<file path="src/rtl/rlbp_pkg.sv">
// Shared types, codes and tables for the rank line base64 parser.
// No dependencies; imported by rlbp_step and rank_line_base64_parser.
package rlbp_pkg;

   // Field widths and limits
   localparam int RLBP_RANK_W          = 30;
   localparam int RLBP_SEXT_W          = 18;
   localparam int RLBP_RES_SLOTS       = 3;
   localparam int RLBP_MAX_RANK_DIGITS = 9;

   // Character codes
   localparam logic [7:0] CH_NUL   = 8'h00;
   localparam logic [7:0] CH_LF    = 8'h0A;
   localparam logic [7:0] CH_SPACE = 8'h20;
   localparam logic [7:0] CH_PLUS  = 8'h2B;
   localparam logic [7:0] CH_SLASH = 8'h2F;
   localparam logic [7:0] CH_ZERO  = 8'h30;
   localparam logic [7:0] CH_NINE  = 8'h39;
   localparam logic [7:0] CH_EQ    = 8'h3D;
   localparam logic [7:0] CH_UC_A  = 8'h41;
   localparam logic [7:0] CH_UC_Z  = 8'h5A;
   localparam logic [7:0] CH_LC_A  = 8'h61;
   localparam logic [7:0] CH_LC_Z  = 8'h7A;

   // Result kinds
   typedef enum logic [1:0] {
      KIND_BYTE  = 2'd0,
      KIND_RANK  = 2'd1,
      KIND_ERROR = 2'd2
   } kind_type;

   // Error codes
   typedef enum logic [2:0] {
      ERR_NO_SPACE    = 3'd0,
      ERR_EXTRA_SPACE = 3'd1,
      ERR_BAD_CHAR    = 3'd2,
      ERR_BAD_LENGTH  = 3'd3,
      ERR_BAD_RANK    = 3'd4,
      ERR_TOO_LONG    = 3'd5,
      ERR_PADDING     = 3'd6
   } err_type;

   // Line phase, one-hot
   typedef enum logic [2:0] {
      PHASE_PIECE   = 3'b001,
      PHASE_RANK    = 3'b010,
      PHASE_DISCARD = 3'b100
   } phase_type;

   // Per-line parser state (digit count lives apart, its width follows the parameter)
   typedef struct packed {
      phase_type              phase;
      logic [RLBP_SEXT_W-1:0] sext;
      logic [1:0]             qpos;
      logic [1:0]             pad;
      logic                   piece_ne;
      logic                   line_ne;
      logic [RLBP_RANK_W-1:0] rank;
   } st_type;

   localparam st_type ST_RESET = '{
      phase:    PHASE_PIECE,
      sext:     '0,
      qpos:     2'd0,
      pad:      2'd0,
      piece_ne: 1'b0,
      line_ne:  1'b0,
      rank:     '0
   };

   // One result
   typedef struct packed {
      kind_type               kind;
      logic [7:0]             byte_value;
      logic [RLBP_RANK_W-1:0] rank_value;
      err_type                error_code;
   } res_type;

   // Base64 alphabet lookup: {valid, sextet}
   function automatic logic [6:0] rlbp_sextet(input logic [7:0] c);
      logic [6:0] r;
      r = 7'd0;
      if (c >= CH_UC_A && c <= CH_UC_Z) begin
         r = {1'b1, 6'(c - CH_UC_A)};
      end else if (c >= CH_LC_A && c <= CH_LC_Z) begin
         r = {1'b1, 6'(c - CH_LC_A + 8'd26)};
      end else if (c >= CH_ZERO && c <= CH_NINE) begin
         r = {1'b1, 6'(c - CH_ZERO + 8'd52)};
      end else if (c == CH_PLUS) begin
         r = {1'b1, 6'd62};
      end else if (c == CH_SLASH) begin
         r = {1'b1, 6'd63};
      end
      return r;
   endfunction

endpackage

</file>
<file path="src/rtl/rlbp_step.sv">
// Next-state and result logic for one byte of the rank line parser.
// Purely combinational; depends on rlbp_pkg.
module rlbp_step #(
   parameter int MAX_RANK_DIGITS = rlbp_pkg::RLBP_MAX_RANK_DIGITS,
   parameter int DIG_W           = $clog2(MAX_RANK_DIGITS + 1)
) (
   input  logic [7:0]        in_byte,
   input  logic              end_of_file,
   input  rlbp_pkg::st_type  st,
   input  logic [DIG_W-1:0]  dig,
   output rlbp_pkg::st_type  st_nx,
   output logic [DIG_W-1:0]  dig_nx,
   output rlbp_pkg::res_type res [rlbp_pkg::RLBP_RES_SLOTS],
   output logic [1:0]        res_cnt
);
   import rlbp_pkg::*;

   logic [6:0]             sx;
   logic [5:0]             v;
   logic                   quiet;
   logic                   fail_now;
   err_type                fail_code;
   logic                   do_end;
   logic [1:0]             pad_n;
   logic [1:0]             keep;
   logic [5:0]             sa, sb, sc;
   logic [3:0]             digit;
   logic [RLBP_RANK_W-1:0] rank_x10;

   assign sx       = rlbp_sextet(in_byte);
   assign digit    = in_byte[3:0];
   assign rank_x10 = (st.rank << 3) + (st.rank << 1) + RLBP_RANK_W'(digit);
   assign sa       = st.sext[17:12];
   assign sb       = st.sext[11:6];
   assign sc       = st.sext[5:0];

   always_comb begin
      st_nx     = st;
      dig_nx    = dig;
      res_cnt   = 2'd0;
      fail_now  = 1'b0;
      fail_code = ERR_NO_SPACE;
      do_end    = 1'b0;
      quiet     = end_of_file && (in_byte != CH_SPACE);
      v         = sx[5:0];
      pad_n     = st.pad;
      keep      = 2'd3;
      for (int i = 0; i < RLBP_RES_SLOTS; i++) begin
         res[i] = '{kind: KIND_BYTE, byte_value: 8'd0, rank_value: '0,
                    error_code: ERR_NO_SPACE};
      end

      if (in_byte == CH_LF) begin
         do_end = 1'b1;
      end else if (in_byte != CH_NUL) begin
         st_nx.line_ne = 1'b1;
         // Base64 piece
         if (st.phase == PHASE_PIECE) begin
            if (in_byte == CH_SPACE) begin
               if (!st.piece_ne || st.qpos != 2'd0) begin
                  fail_now  = 1'b1;
                  fail_code = ERR_BAD_LENGTH;
               end else begin
                  st_nx.phase = PHASE_RANK;
               end
            end else if (!sx[6] && in_byte != CH_EQ) begin
               fail_now  = 1'b1;
               fail_code = ERR_BAD_CHAR;
            end else if (st.pad != 2'd0 && st.qpos == 2'd0) begin
               fail_now  = 1'b1;
               fail_code = ERR_PADDING;
            end else if (in_byte == CH_EQ && st.qpos < 2'd2) begin
               fail_now  = 1'b1;
               fail_code = ERR_PADDING;
            end else if (in_byte != CH_EQ && st.pad != 2'd0) begin
               fail_now  = 1'b1;
               fail_code = ERR_PADDING;
            end else begin
               if (in_byte == CH_EQ) begin
                  pad_n = st.pad + 2'd1;
                  v     = 6'd0;
               end
               st_nx.pad      = pad_n;
               st_nx.piece_ne = 1'b1;
               if (st.qpos != 2'd3) begin
                  st_nx.sext = {st.sext[RLBP_SEXT_W-7:0], v};
                  st_nx.qpos = st.qpos + 2'd1;
               end else begin
                  // Group complete: emit one to three bytes, none when the file ends on this byte
                  keep       = 2'd3 - (pad_n[1] ? 2'd2 : pad_n);
                  st_nx.sext = '0;
                  st_nx.qpos = 2'd0;
                  if (!quiet) begin
                     res[0].byte_value = {sa, sb[5:4]};
                     res[1].byte_value = {sb[3:0], sc[5:2]};
                     res[2].byte_value = {sc[1:0], v};
                     res_cnt           = keep;
                  end
               end
            end
         // Decimal rank
         end else if (st.phase == PHASE_RANK) begin
            if (in_byte == CH_SPACE) begin
               fail_now  = 1'b1;
               fail_code = ERR_EXTRA_SPACE;
            end else if (in_byte < CH_ZERO || in_byte > CH_NINE) begin
               fail_now  = 1'b1;
               fail_code = ERR_BAD_RANK;
            end else if (dig >= DIG_W'(MAX_RANK_DIGITS)) begin
               fail_now  = 1'b1;
               fail_code = ERR_TOO_LONG;
            end else begin
               st_nx.rank = rank_x10;
               dig_nx     = dig + DIG_W'(1);
            end
         end
         if (end_of_file) do_end = 1'b1;
      end else if (end_of_file) begin
         do_end = 1'b1;
      end

      // Error: single result, drop the rest of the line
      if (fail_now) begin
         res[0].kind       = KIND_ERROR;
         res[0].error_code = fail_code;
         res_cnt           = 2'd1;
         st_nx.phase       = PHASE_DISCARD;
      end

      // Line end; never coincides with emitted bytes, and adds no result after an error
      if (do_end) begin
         if (st_nx.line_ne) begin
            case (st_nx.phase)
               PHASE_PIECE: begin
                  res[0].kind       = KIND_ERROR;
                  res[0].error_code = ERR_NO_SPACE;
                  res_cnt           = 2'd1;
               end
               PHASE_RANK: begin
                  if (dig_nx == '0) begin
                     res[0].kind       = KIND_ERROR;
                     res[0].error_code = ERR_BAD_RANK;
                  end else begin
                     res[0].kind       = KIND_RANK;
                     res[0].rank_value = st_nx.rank;
                  end
                  res_cnt = 2'd1;
               end
               default: ;
            endcase
         end
         st_nx  = ST_RESET;
         dig_nx = '0;
      end
   end

endmodule

</file>
<file path="src/rtl/rank_line_base64_parser.sv">
// Rank line base64 parser: one file byte per request, 0 to 3 results each.
// Each byte waits in the request register, then its results go to the result buffer.
// Throughput: one byte per cycle while bytes give at most one result and rsp_ready
// is high; more results hold the buffer, one result per cycle while rsp_ready is high.
// Reset (synchronous, active high) returns the line state to the start of a line
// and empties the request and result registers. Depends on rlbp_pkg, rlbp_step.
module rank_line_base64_parser #(
   parameter int MAX_RANK_DIGITS = rlbp_pkg::RLBP_MAX_RANK_DIGITS
) (
   input  logic                             clock,
   input  logic                             reset,
   input  logic                             req_valid,
   output logic                             req_ready,
   input  logic [7:0]                       req_in_byte,
   input  logic                             req_end_of_file,
   output logic                             rsp_valid,
   input  logic                             rsp_ready,
   output logic [1:0]                       rsp_kind,
   output logic [7:0]                       rsp_byte_value,
   output logic [rlbp_pkg::RLBP_RANK_W-1:0] rsp_rank_value,
   output logic [2:0]                       rsp_error_code,
   output logic                             rsp_last_of_run
);
   import rlbp_pkg::*;

   localparam int DIG_W = $clog2(MAX_RANK_DIGITS + 1);

   // Request register
   logic             hold_valid_ff;
   logic [7:0]       hold_byte_ff;
   logic             hold_eof_ff;

   // Line state
   st_type           st_ff, st_in;
   logic [DIG_W-1:0] dig_ff, dig_in;

   // Result buffer
   res_type          res_ff [RLBP_RES_SLOTS];
   res_type          res_in [RLBP_RES_SLOTS];
   logic [1:0]       rem_ff;
   logic [1:0]       rd_ff;
   logic [1:0]       cnt_in;

   logic             drain_done;
   logic             advance;

   rlbp_step #(
      .MAX_RANK_DIGITS (MAX_RANK_DIGITS),
      .DIG_W           (DIG_W)
   ) u_step (
      .in_byte     (hold_byte_ff),
      .end_of_file (hold_eof_ff),
      .st          (st_ff),
      .dig         (dig_ff),
      .st_nx       (st_in),
      .dig_nx      (dig_in),
      .res         (res_in),
      .res_cnt     (cnt_in)
   );

   // Held byte moves on once the buffer is empty or its last result leaves
   assign drain_done = (rem_ff == 2'd0) || (rem_ff == 2'd1 && rsp_ready);
   assign advance    = hold_valid_ff && drain_done;
   assign req_ready  = !hold_valid_ff || advance;

   // Request register
   always_ff @(posedge clock) begin
      if (reset) begin
         hold_valid_ff <= 1'b0;
      end else if (req_valid && req_ready) begin
         hold_valid_ff <= 1'b1;
      end else if (advance) begin
         hold_valid_ff <= 1'b0;
      end
   end

   always_ff @(posedge clock) begin
      if (req_valid && req_ready) begin
         hold_byte_ff <= req_in_byte;
         hold_eof_ff  <= req_end_of_file;
      end
   end

   // Line state update
   always_ff @(posedge clock) begin
      if (reset) begin
         st_ff  <= ST_RESET;
         dig_ff <= '0;
      end else if (advance) begin
         st_ff  <= st_in;
         dig_ff <= dig_in;
      end
   end

   // Result buffer control
   always_ff @(posedge clock) begin
      if (reset) begin
         rem_ff <= 2'd0;
         rd_ff  <= 2'd0;
      end else if (advance) begin
         rem_ff <= cnt_in;
         rd_ff  <= 2'd0;
      end else if (rsp_valid && rsp_ready) begin
         rem_ff <= rem_ff - 2'd1;
         rd_ff  <= rd_ff + 2'd1;
      end
   end

   always_ff @(posedge clock) begin
      if (advance) begin
         res_ff <= res_in;
      end
   end

   // Outputs
   assign rsp_valid       = (rem_ff != 2'd0);
   assign rsp_last_of_run = (rem_ff == 2'd1);
   assign rsp_kind        = res_ff[rd_ff].kind;
   assign rsp_byte_value  = res_ff[rd_ff].byte_value;
   assign rsp_rank_value  = res_ff[rd_ff].rank_value;
   assign rsp_error_code  = res_ff[rd_ff].error_code;

   // Checks
   a_no_overrun: assert property (@(posedge clock) disable iff (reset)
      ({1'b0, rem_ff} + {1'b0, rd_ff}) <= 3'd3)
      else $error("result buffer read past its fill");

   a_single_nonbyte: assert property (@(posedge clock) disable iff (reset)
      (rsp_valid && rsp_kind != KIND_BYTE) |-> rsp_last_of_run)
      else $error("rank or error result not alone in its run");

   a_hold_blocks: assert property (@(posedge clock) disable iff (reset)
      (hold_valid_ff && rem_ff > 2'd1) |-> !req_ready)
      else $error("request taken while request register is still busy");

   a_run_ends: assert property (@(posedge clock) disable iff (reset)
      (rsp_valid && rsp_ready && rsp_last_of_run && !hold_valid_ff) |=> !rsp_valid)
      else $error("results appeared without a pending byte");

endmodule
</file>
<file path="config.mk">
export PLATFORM = sky130hd
export DESIGN_NAME = rank_line_base64_parser
export DESIGN_NICKNAME = d
export VERILOG_FILES = /design/src/rtl/rlbp_pkg.sv /design/src/rtl/rlbp_step.sv /design/src/rtl/rank_line_base64_parser.sv
export SDC_FILE = /design/constraint.sdc
export NUM_CORES = 1
export LEC_CHECK = 0
export BUFFER_PORTS_ARGS = -buffer_cell sky130_fd_sc_hd__buf_2
export CAP_MARGIN = 30
export CORE_MARGIN = 2
export CORE_UTILIZATION = 35
export DETAILED_ROUTE_END_ITERATION = 8
export PLACE_DENSITY = 0.6
export SYNTH_ARGS = -nofsm -noshare
export SYNTH_HDL_FRONTEND = slang
export SYNTH_HIERARCHICAL = 1
export SYNTH_SLANG_ARGS = --single-unit
</file>
<file path="constraint.sdc">
create_clock -name clock -period 8.6 [get_ports clock]
set_input_delay 1.72 -clock clock [delete_from_list [all_inputs] [get_ports clock]]
set_output_delay 1.72 -clock clock [all_outputs]
set_load 0.05 [all_outputs]
</file>
# Word level (Yosys, flattened, before mapping)
# Index checks and enable logic that the tools add are counted.
[totals]
ff_bits = 134
input_bits = 13
output_inout_bits = 46
wordCells = 204
[classes]
n_addsub = 13
n_lt_le_gt_ge = 11
eq_ne = 19
mux = 101
bitwise = 6
reduce_logical = 35
[ops]
columns = ["cell", "count"]
rows = [
  ["$mux W57", 3],
  ["$mux W30", 5],
  ["$mux W23", 5],
  ["$bmux W43 S2", 1],
  ["$mux W43", 2],
  ["$mux W2", 31],
  ["$mux W3", 19],
  ["$mux W7", 5],
  ["$eq A8 B6 Y1 const B", 4],
  ["$mux W4", 8],
  ["$add A30 B30 Y30", 1],
  ["$add A30 B4 Y30", 1],
  ["$mux W26", 1],
  ["$mux W20", 1],
  ["$mux W1", 17],
  ["$ge A8 B7 Y1 const B", 2],
  ["$le A8 B7 Y1 const B", 2],
  ["$ne A8 B6 Y1 const B", 2],
  ["$reduce_bool A2 Y1", 7],
  ["$logic_and A1 B1 Y1", 12],
  ["$ne A2 B1 Y1 const B", 6],
  ["$sub A6 B6 Y6 const B", 2],
  ["$reduce_or A10 Y1", 1],
  ["$reduce_and A9 Y1", 1],
  ["other kinds (31)", 46],
]

# Longest topological paths before layout
# Gate-level depths: netlist of the first run.
[depth]
ltp_word = 30
ltp_mapped = 15
mapped_depth_nobuf = 13

# By module
# Netlist of the first run, hierarchy kept.
[by_module_without_submodules]
columns = ["module", "instances", "cells_per_inst", "area_per_inst_um2", "seq_area_each_um2"]
rows = [
  ["rank_line_base64_parser", 1, 592, 7613.6, 5465.2],
  ["rlbp_step", 1, 736, 4845.9, 0.0],
]

# Least setup slack after synthesis of the first run
# No wires, ideal clock.
[synth_path]
kind = "input -> register"
start = "in rsp_ready"
end = "reg, netlist name res_ff[0]"
setup_time_ns = 0.624
arrival_time_ns = 7.322
t_required_ns = 7.976
slack_ns = 0.654
path_stages = 2
n_path_buf = 0
cell_sequence = "a21oi_2 -> nor2_1"
[synth_rtl]
columns = ["element", "line", "text"]
rows = [
  ["start: declaration", "rank_line_base64_parser.sv:17", "input logic rsp_ready,"],
]

# Worst setup path after layout of the first run
[layout_path]
start = "in rsp_ready"
end = "out req_ready"
[layout_via]
elab_chain_cells = 4
[layout_rtl]
columns = ["element", "line", "text"]
rows = [
  ["$logic_and A1 B1 Y1", "rank_line_base64_parser.sv:62", "assign drain_done = (rem_ff == 2'd0) || (rem_ff == 2'd1 && rsp_ready);"],
  ["$logic_or A1 B1 Y1", "rank_line_base64_parser.sv:62", ""],
  ["$logic_and A1 B1 Y1", "rank_line_base64_parser.sv:63", "assign advance = hold_valid_ff && drain_done;"],
  ["$logic_or A1 B1 Y1", "rank_line_base64_parser.sv:64", "assign req_ready = !hold_valid_ff || advance;"],
  ["end: declaration", "rank_line_base64_parser.sv:13", "output logic req_ready,"],
]
# No other way between the ends.

==> qor.csv, run 1 <==
metric;value;unit
WL final;29300;um
Switch Pwr;928;uW
largest net degree at the start of global routing;104;
outcome;finished clean;
flop-to-flop setup slack;4.50;ns
DR iter-0 viols;644;
Pre-Repair DR Iteration Count;7;
IO buf count;58;
YS warnings;6;
initial antenna violation count;2;
unrepaired setup endpoints after global routing;no;
Clock Latency Late Sink;0.51;ns
period utilisation layout;49.8;%
WP data required;6.88;ns
CTS tree;yes;
Internal Dissipation;1.90;mW
area share of and/or/nand/nor cells after synthesis;16.8;%
Avg WL per Cell;16.1;um
Worst slew margin;38.5;%
# hold bufs at CTS;0;
crit start category;primary input;
setup TNS;0;ns
adder-cell share of the synthesized area;7.55;%
Routability Congestion;0.865;
final setup skew;0.0166;ns
crit path kind;in -> out;
# IOs;59;
Core Region;0.0353;mm^2
clock tree buffer depth;3;
ANT cells;0;
sequential share of power;41.6;%
Clock transition at path regs;0.06;ns
total gr overflow;0;
syn avg cell area;9.38;um^2
largest family of logic cells by synthesized area;compound AO/OA/AOI/OAI gates;
Tmin final;4.28;ns
Die Ht;193;um
Final Slew Violations;0;
CTS Root Cell;clkbuf_16;
Vias/cell;5.24;
Seq/Total Area, Yosys;43.9;%
Synth-to-Final Area Change;9.64;%
Arrival @ worst endpoint;2.56;ns
flops & latches, synth;204;
Primary FF master, synth;edfxtp_1;
Yosys cell types;77;
post-synthesis cell area;0.0125;mm^2
clock sinks;204;
register area;0.00547;mm^2
drt drc;0;
Switching Fraction;32.8;%
final core utilization;38.7;%
Power per Cell Area;207;mW/mm^2
GRT Total Usage;15.6;%
FFs w/ async S/R, synth;0;%
# fillers;3460;
Core Rows;69;
Initial Util;35.3;%
post-CTS sizing;0;
Compound-Gate Fraction of Synth Area;17.3;%
Tightest Pin Transition;0.919;ns
vias;9566;
FMAX;0.234;GHz
area of the multi-input gates;0.00627;mm^2
first-pass GRT wire length;47000;um
Crit Path Max Fanout;5;
width of the die;193;um
max cap viols;0;
combinational power share;22.2;%
clock share of power;36.2;%
EDFF count, synth;138;
VDD IR max;0.160;mV
fin nets;1434;
layout cells sized above 1;9.76;%
H-Tree Depth;1;
total CTS buffers;23;
final setup vio count;0;
vias in the first global route;8983;
final hold vios;0;
leakage;5.04;nW
Mapped Cells;1328;
portion of netlist area occupied by mux cells;4.59;%
Hold Crit Class;reg -> reg;
Critical Path End Type;primary output;
Antenna Nets Post-Route;0;
Setup Buffers After CTS;0;
detailed placement HPWL;19100;um
XOR/XNOR Fraction of Synth Area;1.69;%
DIE AREA;0.0371;mm^2
-- logic make-up (layout without fill, tap and decap cells) --
logic type / count (synthesis) / in the layout
compound gates: 361 / 361
xor+xnor: 24 / 24
fa+ha+maj: 74 / 74
other cells: 1 / 70
mux: 57 / 57
flops: 204 / 204
buf+inv: 183 / 149
simple gates: 424 / 424
-- flip-flops by register name (all words and copies together) (netlist names) --
register and cells:
rem_ff 2, hold_byte_ff 8, st_ff 57, rd_ff 2
hold_valid_ff 1, dig_ff 4, hold_eof_ff 1, res_ff 129
-- power groups by stage --
stage                     combinational (mW)  clock [mW]  sequential, mW
after floorplan                        0.514           0            1.20
after global placement                 0.630           0            1.19
after detailed placement               0.635           0            1.20
after CTS                              0.635        1.05            1.18
after global routing                   0.678        1.08            1.18
final                                  0.629        1.02            1.18
-- cell usage in the layout, fill, tap and decap left out, types with 5 or more instances in the layout --
master and instances:
nor2b_1 6, nor3_1 26, nand3_1 77, conb_1 70, o31ai_1 5, dfxtp_1 64, a211oi_1 12, and3_1 12
buf_4 12, nand2b_1 8, a21o_1 14, nand3b_1 19, nand2_1 113, clkinv_2 5, clkbuf_16 23, mux2i_1 56
o21a_1 11, xnor2_1 14, inv_1 35, a21oi_1 124, a31oi_1 15, or3_1 12, buf_2 58, a2111oi_0 5
ha_1 72, nor2_1 85, edfxtp_1 138, xor2_1 10, nand4_1 9, and2_1 28, o21ai_0 122
-- metal layers --
metal	wire, um	global-route usage (%)	vias up
met1	14000	21.6	4600
met3	1550	2.84	32
met4	444	3.46	4
li1	-	-	4740
met5	24	0	-
met2	13300	25.2	190
-- cells in the mapped netlist, drive strengths merged (12+ instances only) --
cell type  number  area share [%]
nand3          78             3.1
nor3           27             1.1
a21oi         125             5.1
nand2         113             3.4
and2           29             1.5
a211oi         14            0.98
a21o           15            0.90
or3            12            0.60
dfxtp          66              11
mux2i          56             4.5
o21ai         126             5.1
a31oi          15            0.75
clkbuf         44             1.4
xnor2          14            0.98
nor2           87             2.6
nand3b         19             1.1
inv            36             1.1
ha             72             7.2
edfxtp        138              33
and3           12            0.60
buf           103             5.7
-- metrics by stage --
stage / std cells / setup slack [ns] / power (mW) / hold slack, ns / cell area [um^2]
3_3_place_gp: 1782 / 4.31 / 1.82 / 0.456 / 12900
2_1_floorplan: 1397 / 0.654 / 1.71 / 0.448 / 12700
5_1_grt: 1824 / 4.16 / 2.95 / 0.519 / 13700
4_1_cts: 1824 / 4.30 / 2.86 / 0.481 / 13700
3_5_place_dp: 1783 / 4.30 / 1.83 / 0.473 / 12900
6_report: 1824 / 4.32 / 2.83 / 0.481 / 13700
-- final timing paths --
kind	to	startpoint	cells past startpoint
worst max-delay path	req_ready	rsp_ready	4
worst min-delay path	st_ff[29]	st_ff[29]	2
worst max register to register	rem_ff[1]	hold_byte_ff[2]	11
worst min register to register	st_ff[29]	st_ff[29]	2
-- worst max-delay path, cell delays in order --
cell     delay [ns]
buf_2          0.14
a21oi_4        0.24
nand2_1        0.18
buf_2          0.28
-- final cells by class --
class	instances	share of cell area (%)
multi-input cells	1010	45.9
flip-flops and latches	204	40.0
clock buffers	26	4.37
well taps	461	4.22
repair buffers	72	3.08
clock inverters	15	1.40
inverters	36	0.989
No activity file was read; power rests on OpenSTA's default activity.
==> run 2: changes to the inputs <==
PLACE_DENSITY = 0.62   (was 0.6)
clock period = 3.89 ns   (was 8.6 ns; I/O delays follow)
==> run 2 against run 1 <==
Effect of this change:
- via count increased by 2.5%
- hold slack got worse by 0.045 ns
- register-to-register slack got worse by 4.1 ns
- non-clock buffer count rose by 10
- flip-flop and latch count unchanged
- global-route usage rose by 0.72 points
- wire length increased by 4.0%
- critical endpoint is now st_ff[19]
- largest cell class unchanged
==> qor.csv, run 2 (synthesized netlist as in run 1, its figures left out) <==
metric;value;unit;change
unrepaired setup endpoints after global routing;no;;unchanged
crit path kind;reg -> reg;;was in -> out
Setup Buffers After CTS;0;;unchanged
CTS tree;yes;;unchanged
Arrival @ worst endpoint;4.00;ns;was 2.56 ns
Switch Pwr;2.11;mW;was 928 uW
Avg WL per Cell;16.6;um;was 16.1 um
final setup skew;0.0164;ns;was 0.0166 ns
FMAX;0.283;GHz;
ANT cells;0;;unchanged
drt drc;0;;unchanged
clock share of power;36.2;%;about the same
VDD IR max;0.429;mV;was 0.160 mV
Routability Congestion;0.842;;was 0.865
Vias/cell;5.34;;was 5.24
# IOs;59;;unchanged
most frequent cells in the layout;138 x edfxtp_1, 124 x a21oi_1, 122 x o21ai_0;;unchanged
period utilisation layout;91.0;%;
sequential share of power;41.6;%;about the same
total CTS buffers;24;;was 23
vias in the first global route;9335;;was 8983
Die Ht;193;um;unchanged
Largest Register;res_ff;;unchanged
Clock transition at path regs;0.07;ns;was 0.06 ns
final setup vio count;0;;unchanged
initial antenna violation count;2;;unchanged
WP data required;4.36;ns;was 6.88 ns
final hold vios;0;;unchanged
most common cell after layout, fill and taps aside;edfxtp_1;;unchanged
Crit Path Max Fanout;6;;was 5
Critical Path End Type;flop;;was primary output
Core Region;0.0353;mm^2;unchanged
Internal Dissipation;4.18;mW;was 1.90 mW
fin nets;1445;;was 1434
Hold Crit Class;in -> reg;;was reg -> reg
Tmin final;3.54;ns;
GRT Total Usage;16.3;%;was 15.6%
WL final;30500;um;was 29300 um
IO buf count;58;;unchanged
leakage;5.07;nW;was 5.04 nW
Antenna Nets Post-Route;0;;unchanged
detailed placement HPWL;20500;um;was 19100 um
total gr overflow;0;;unchanged
largest net degree at the start of global routing;95;;was 104
DIE AREA;0.0371;mm^2;unchanged
max reg flops;129;;unchanged
first-pass GRT wire length;49200;um;was 47000 um
setup TNS;0;ns;unchanged
Switching Fraction;33.5;%;was 32.8%
Core Rows;69;;unchanged
Power per Cell Area;458;mW/mm^2;was 207 mW/mm^2
H-Tree Depth;1;;unchanged
layout cells sized above 1;10.2;%;was 9.76%
DR iter-0 viols;764;;was 644
Synth-to-Final Area Change;10.2;%;was 9.64%
combinational power share;22.2;%;about the same
Initial Util;35.3;%;unchanged
CTS Root Cell;clkbuf_16;;unchanged
Worst slew margin;37.5;%;was 38.5%
clock sinks;204;;unchanged
Pre-Repair DR Iteration Count;5;;was 7
# hold bufs at CTS;0;;unchanged
Pwr Total;6.29;mW;was 2.83 mW
clock tree buffer depth;3;;unchanged
Final Slew Violations;0;;unchanged
width of the die;193;um;unchanged
outcome;finished clean;;unchanged
post-CTS sizing;0;;unchanged
Clock Latency Late Sink;0.53;ns;was 0.51 ns
biggest regs;res_ff x129, st_ff x57, hold_byte_ff x8;;unchanged
Tightest Pin Transition;0.933;ns;was 0.919 ns
crit start category;flop;;was primary input
max cap viols;0;;unchanged
vias;9808;;was 9566
run 2: worst paths after layout:
path                                 startpoint               to  slack [ns]  cells after the start
worst max-delay path            hold_byte_ff[3]        st_ff[19]        0.35                     13
worst min-delay path             req_in_byte[1]  hold_byte_ff[1]        0.44                      1
worst min register to register        st_ff[29]        st_ff[29]        0.47                      2
worst max register to register  hold_byte_ff[3]        st_ff[19]        0.35                     13
run 2: cell type report:
class	count	area, um^2
fillers	3439	21600
multi-input cells	1010	6270
flip-flops and latches	204	5470
clock buffers	34	669
well taps	461	577
repair buffers	82	495
inverters	36	135
clock inverters	10	118
run 2: layer usage:
metal | up-vias | GRT usage (%) | share of wire (%)
met5 | - | 0 | 0.036
met4 | 2 | 5.02 | 2.1
met3 | 45 | 2.29 | 5.3
met2 | 269 | 26.3 | 45
met1 | 4724 | 22.5 | 48
li1 | 4768 | - | -
run 2: power groups by stage:
stage          clock network (mW)  logic (mW)  registers, mW
2_1_floorplan                   0        1.14           2.62
3_3_place_gp                    0        1.39           2.66
3_5_place_dp                    0        1.40           2.67
4_1_cts                      2.32        1.40           2.62
5_1_grt                      2.41        1.50           2.64
6_report                     2.27        1.40           2.62
run 2: critical path, stage by stage (launching register included):
cell	delay (ns)
edfxtp_1	0.35
inv_1	0.15
fa_1	0.61
inv_1	0.06
ha_1	0.30
a211o_1	0.16
a21oi_1	0.08
o211ai_1	0.33
a21o_1	0.26
a21oi_1	0.10
or4b_2	0.65
a31oi_1	0.15
nand3_1	0.10
a21oi_1	0.17
run 2: metrics by stage:
step / area (um^2) / setup slack [ns] / hold WS, ns / std cells / utilization [%]
after global routing: 13700 / 0.0227 / 0.423 / 1837 / 38.9
after global placement: 12900 / 0.454 / 0.456 / 1793 / 36.7
after detailed placement: 12900 / 0.402 / 0.461 / 1793 / 36.7
after CTS: 13700 / 0.385 / 0.415 / 1837 / 38.9
final: 13700 / 0.351 / 0.435 / 1837 / 38.9
after floorplan: 12700 / 0.377 / 0.448 / 1397 / -
==> run 3: changes to the inputs <==
CELL_PAD_IN_SITES_DETAIL_PLACEMENT = 1   (was default)
CELL_PAD_IN_SITES_GLOBAL_PLACEMENT = 2   (was default)
PLACE_DENSITY = 0.87   (was 0.62)
SYNTH_HIERARCHICAL = default   (was 1)
==> run 3 against run 2 <==
Effect of this change:
- non-clock buffer count shrank 9
- cell count shrank 34%
- critical path depth shrank 2
- highest routed layer is now met4
- largest cell class unchanged
- first-iteration DRC count shrank 59%
==> qor.csv, run 3 <==
metric;value;unit;change
ANT cells;0;;unchanged
outcome;finished clean;;unchanged
max cap viols;0;;unchanged
Core Rows;55;;was 69
syn avg cell area;9.40;um^2;was 9.38 um^2
FMAX;0.281;GHz;was 0.283 GHz
largest net degree at the start of global routing;76;;was 95
WL final;21800;um;was 30500 um
Hold Crit Class;reg -> reg;;was in -> reg
period utilisation layout;91.5;%;was 91.0%
Vias/cell;5.39;;was 5.34
WP data required;4.06;ns;was 4.36 ns
clock sinks;134;;was 204
Yosys cell types;70;;was 77
most frequent cells in the layout;97 x nand2_1, 72 x ha_1, 68 x nor2_1, 68 x edfxtp_1, 66 x dfxtp_1;;was 138 x edfxtp_1, 124 x a21oi_1, 122 x o21ai_0
Initial Util;35.6;%;was 35.3%
most common cell after layout, fill and taps aside;nand2_1;;was edfxtp_1
layout cells sized above 1;13.4;%;was 10.2%
total gr overflow;0;;unchanged
Mapped Cells;857;;was 1328
Routability Congestion;0.836;;was 0.842
Clock transition at path regs;0.07;ns;about the same
Seq/Total Area, Yosys;41.7;%;was 43.9%
# fillers;2595;;was 3439
fin nets;997;;was 1445
Power per Cell Area;450;mW/mm^2;was 458 mW/mm^2
Synth top cells by count;97 x nand2_1, 72 x ha_1, 69 x nor2_1, 68 x edfxtp_1, 66 x dfxtp_1;;was 138 x edfxtp_1, 124 x a21oi_1, 122 x o21ai_0, 113 x nand2_1, 86 x nor2_1
clock tree buffer depth;2;;was 3
H-Tree Depth;4;;was 1
first-pass GRT wire length;35900;um;was 49200 um
Tmin final;3.56;ns;was 3.54 ns
final setup vio count;0;;unchanged
post-synthesis cell area;0.00806;mm^2;was 0.0125 mm^2
post-CTS sizing;0;;unchanged
DR iter-0 viols;312;;was 764
Finished Cell Area;0.00931;mm^2;was 0.0137 mm^2
YS warnings;0;;was 6
EDFF count, synth;68;;was 138
crit path kind;reg -> reg;;unchanged
FFs w/ async S/R, synth;0;%;unchanged
CTS Root Cell;clkbuf_16;;unchanged
Primary FF master, synth;edfxtp_1;;unchanged
Antenna Nets Post-Route;0;;unchanged
Setup Buffers After CTS;0;;unchanged
DIE AREA;0.0243;mm^2;was 0.0371 mm^2
drt drc;0;;unchanged
Synth area leaders;edfxtp_1 25%, dfxtp_1 16%, ha_1 11%, and2_1 4.9%, nand2_1 4.5%;;was edfxtp_1 33%, dfxtp_1 11%, ha_1 7.2%, a21oi_1 5.0%, o21ai_0 4.9%
Arrival @ worst endpoint;3.73;ns;was 4.00 ns
vias;6509;;was 9808
leading area contributor after synthesis;edfxtp_1;;unchanged
Worst slew margin;51.4;%;was 37.5%
Critical Path End Type;flop;;unchanged
IO buf count;58;;unchanged
Tightest Pin Transition;0.728;ns;was 0.933 ns
# hold bufs at CTS;0;;unchanged
leakage;3.77;nW;was 5.07 nW
crit start category;flop;;unchanged
vias in the first global route;6763;;was 9335
final setup skew;0.0147;ns;was 0.0164 ns
total CTS buffers;17;;was 24
unrepaired setup endpoints after global routing;no;;unchanged
Clock Latency Late Sink;0.44;ns;was 0.53 ns
final hold vios;0;;unchanged
# IOs;59;;unchanged
GRT Total Usage;18.6;%;was 16.3%
Synth-to-Final Area Change;15.5;%;was 10.2%
Pwr Total;4.19;mW;was 6.29 mW
Die Ht;156;um;was 193 um
flops & latches, synth;134;;was 204
Post-Syn Nets;944;;
Yosys top cell area share;25.3;%;was 33.3%
most common cell in the synthesized netlist;nand2_1;;was edfxtp_1
Core Region;0.0226;mm^2;was 0.0353 mm^2
detailed placement HPWL;15300;um;was 20500 um
Placed Instance Area;0.00868;mm^2;was 0.0129 mm^2
Crit Path Max Fanout;3;;was 6
biggest regs;res_ff x59, st_ff x57, hold_byte_ff x8;;was res_ff x129, st_ff x57, hold_byte_ff x8
Pre-Repair DR Iteration Count;5;;unchanged
Avg WL per Cell;18.1;um;was 16.6 um
initial antenna violation count;0;;was 2
Largest Register;res_ff;;unchanged
width of the die;156;um;was 193 um
setup TNS;0;ns;unchanged
Final Slew Violations;0;;unchanged
max reg flops;59;;was 129
CTS tree;yes;;unchanged
VDD IR max;0.278;mV;was 0.429 mV
## run 3: final cells by class
| class | count | area (um^2) | share of cell area (%) |
|---|---|---|---|
| multi-input cells | 658 | 4440 | 47.7 |
| flip-flops and latches | 134 | 3360 | 36.1 |
| clock buffers | 17 | 425 | 4.57 |
| repair buffers | 73 | 423 | 4.54 |
| well taps | 285 | 357 | 3.83 |
| clock inverters | 15 | 196 | 2.11 |
| inverters | 26 | 97.6 | 1.05 |
## run 3: worst max-delay path: stages, from the launching register on
cell	delay, ns
edfxtp_1	0.43
fa_1	0.56
fa_1	0.49
a211oi_1	0.31
o21a_1	0.17
o21ai_0	0.09
a21oi_1	0.22
o31ai_1	0.17
a21o_1	0.20
o41ai_1	0.30
xor2_1	0.25
a211oi_2	0.10
## run 3: report_power, final
group          leakage, nW  switching (mW)  total, mW  internal [mW]
combinational         2.29           0.621      0.826          0.204
sequential            1.18          0.0401       1.62           1.58
clock                0.308           0.755       1.74          0.987
## run 3: final timing paths
check	to	cells past startpoint	slack [ns]	from
setup reg to reg	res_ff[117]	11	0.33	hold_byte_ff[3]
hold reg to reg	st_ff[29]	2	0.49	st_ff[29]
setup / recovery	res_ff[117]	11	0.33	hold_byte_ff[3]
hold / removal	st_ff[29]	2	0.49	st_ff[29]
## run 3: cells by family (layout without fill, tap and decap cells)
kind of cell / Yosys count / in the layout / share of synthesized area [%]
multiplexers: 9 / 9 / 1.12
flip-flops: 134 / 134 / 41.7
AO/OA/AOI/OAI: 236 / 236 / 19.8
buffers and inverters: 65 / 131 / 3.25
XOR/XNOR: 36 / 36 / 3.91
AND/OR/NAND/NOR: 303 / 303 / 18.6
adder cells (fa/ha/maj): 74 / 74 / 11.7
## run 3: metrics by stage
step	utilization [%]	setup WS (ns)	hold WS, ns	instances
after floorplan	-	0.0113	0.425	857
after global placement	38.3	0.387	0.450	1175
after detailed placement	38.4	0.321	0.479	1176
after CTS	41.1	0.289	0.491	1208
after global routing	41.1	0.0654	0.502	1208
final	41.1	0.330	0.494	1208
## run 3: layer usage
layer	track usage [%]	wire (um)	vias to the layer above	share of wire (%)
met5	0	0	-	0
li1	-	-	3208	-
met3	2.86	665	24	3.0
met4	5.55	326	0	1.5
met1	26.1	10900	3165	50
met2	29.7	9880	112	45
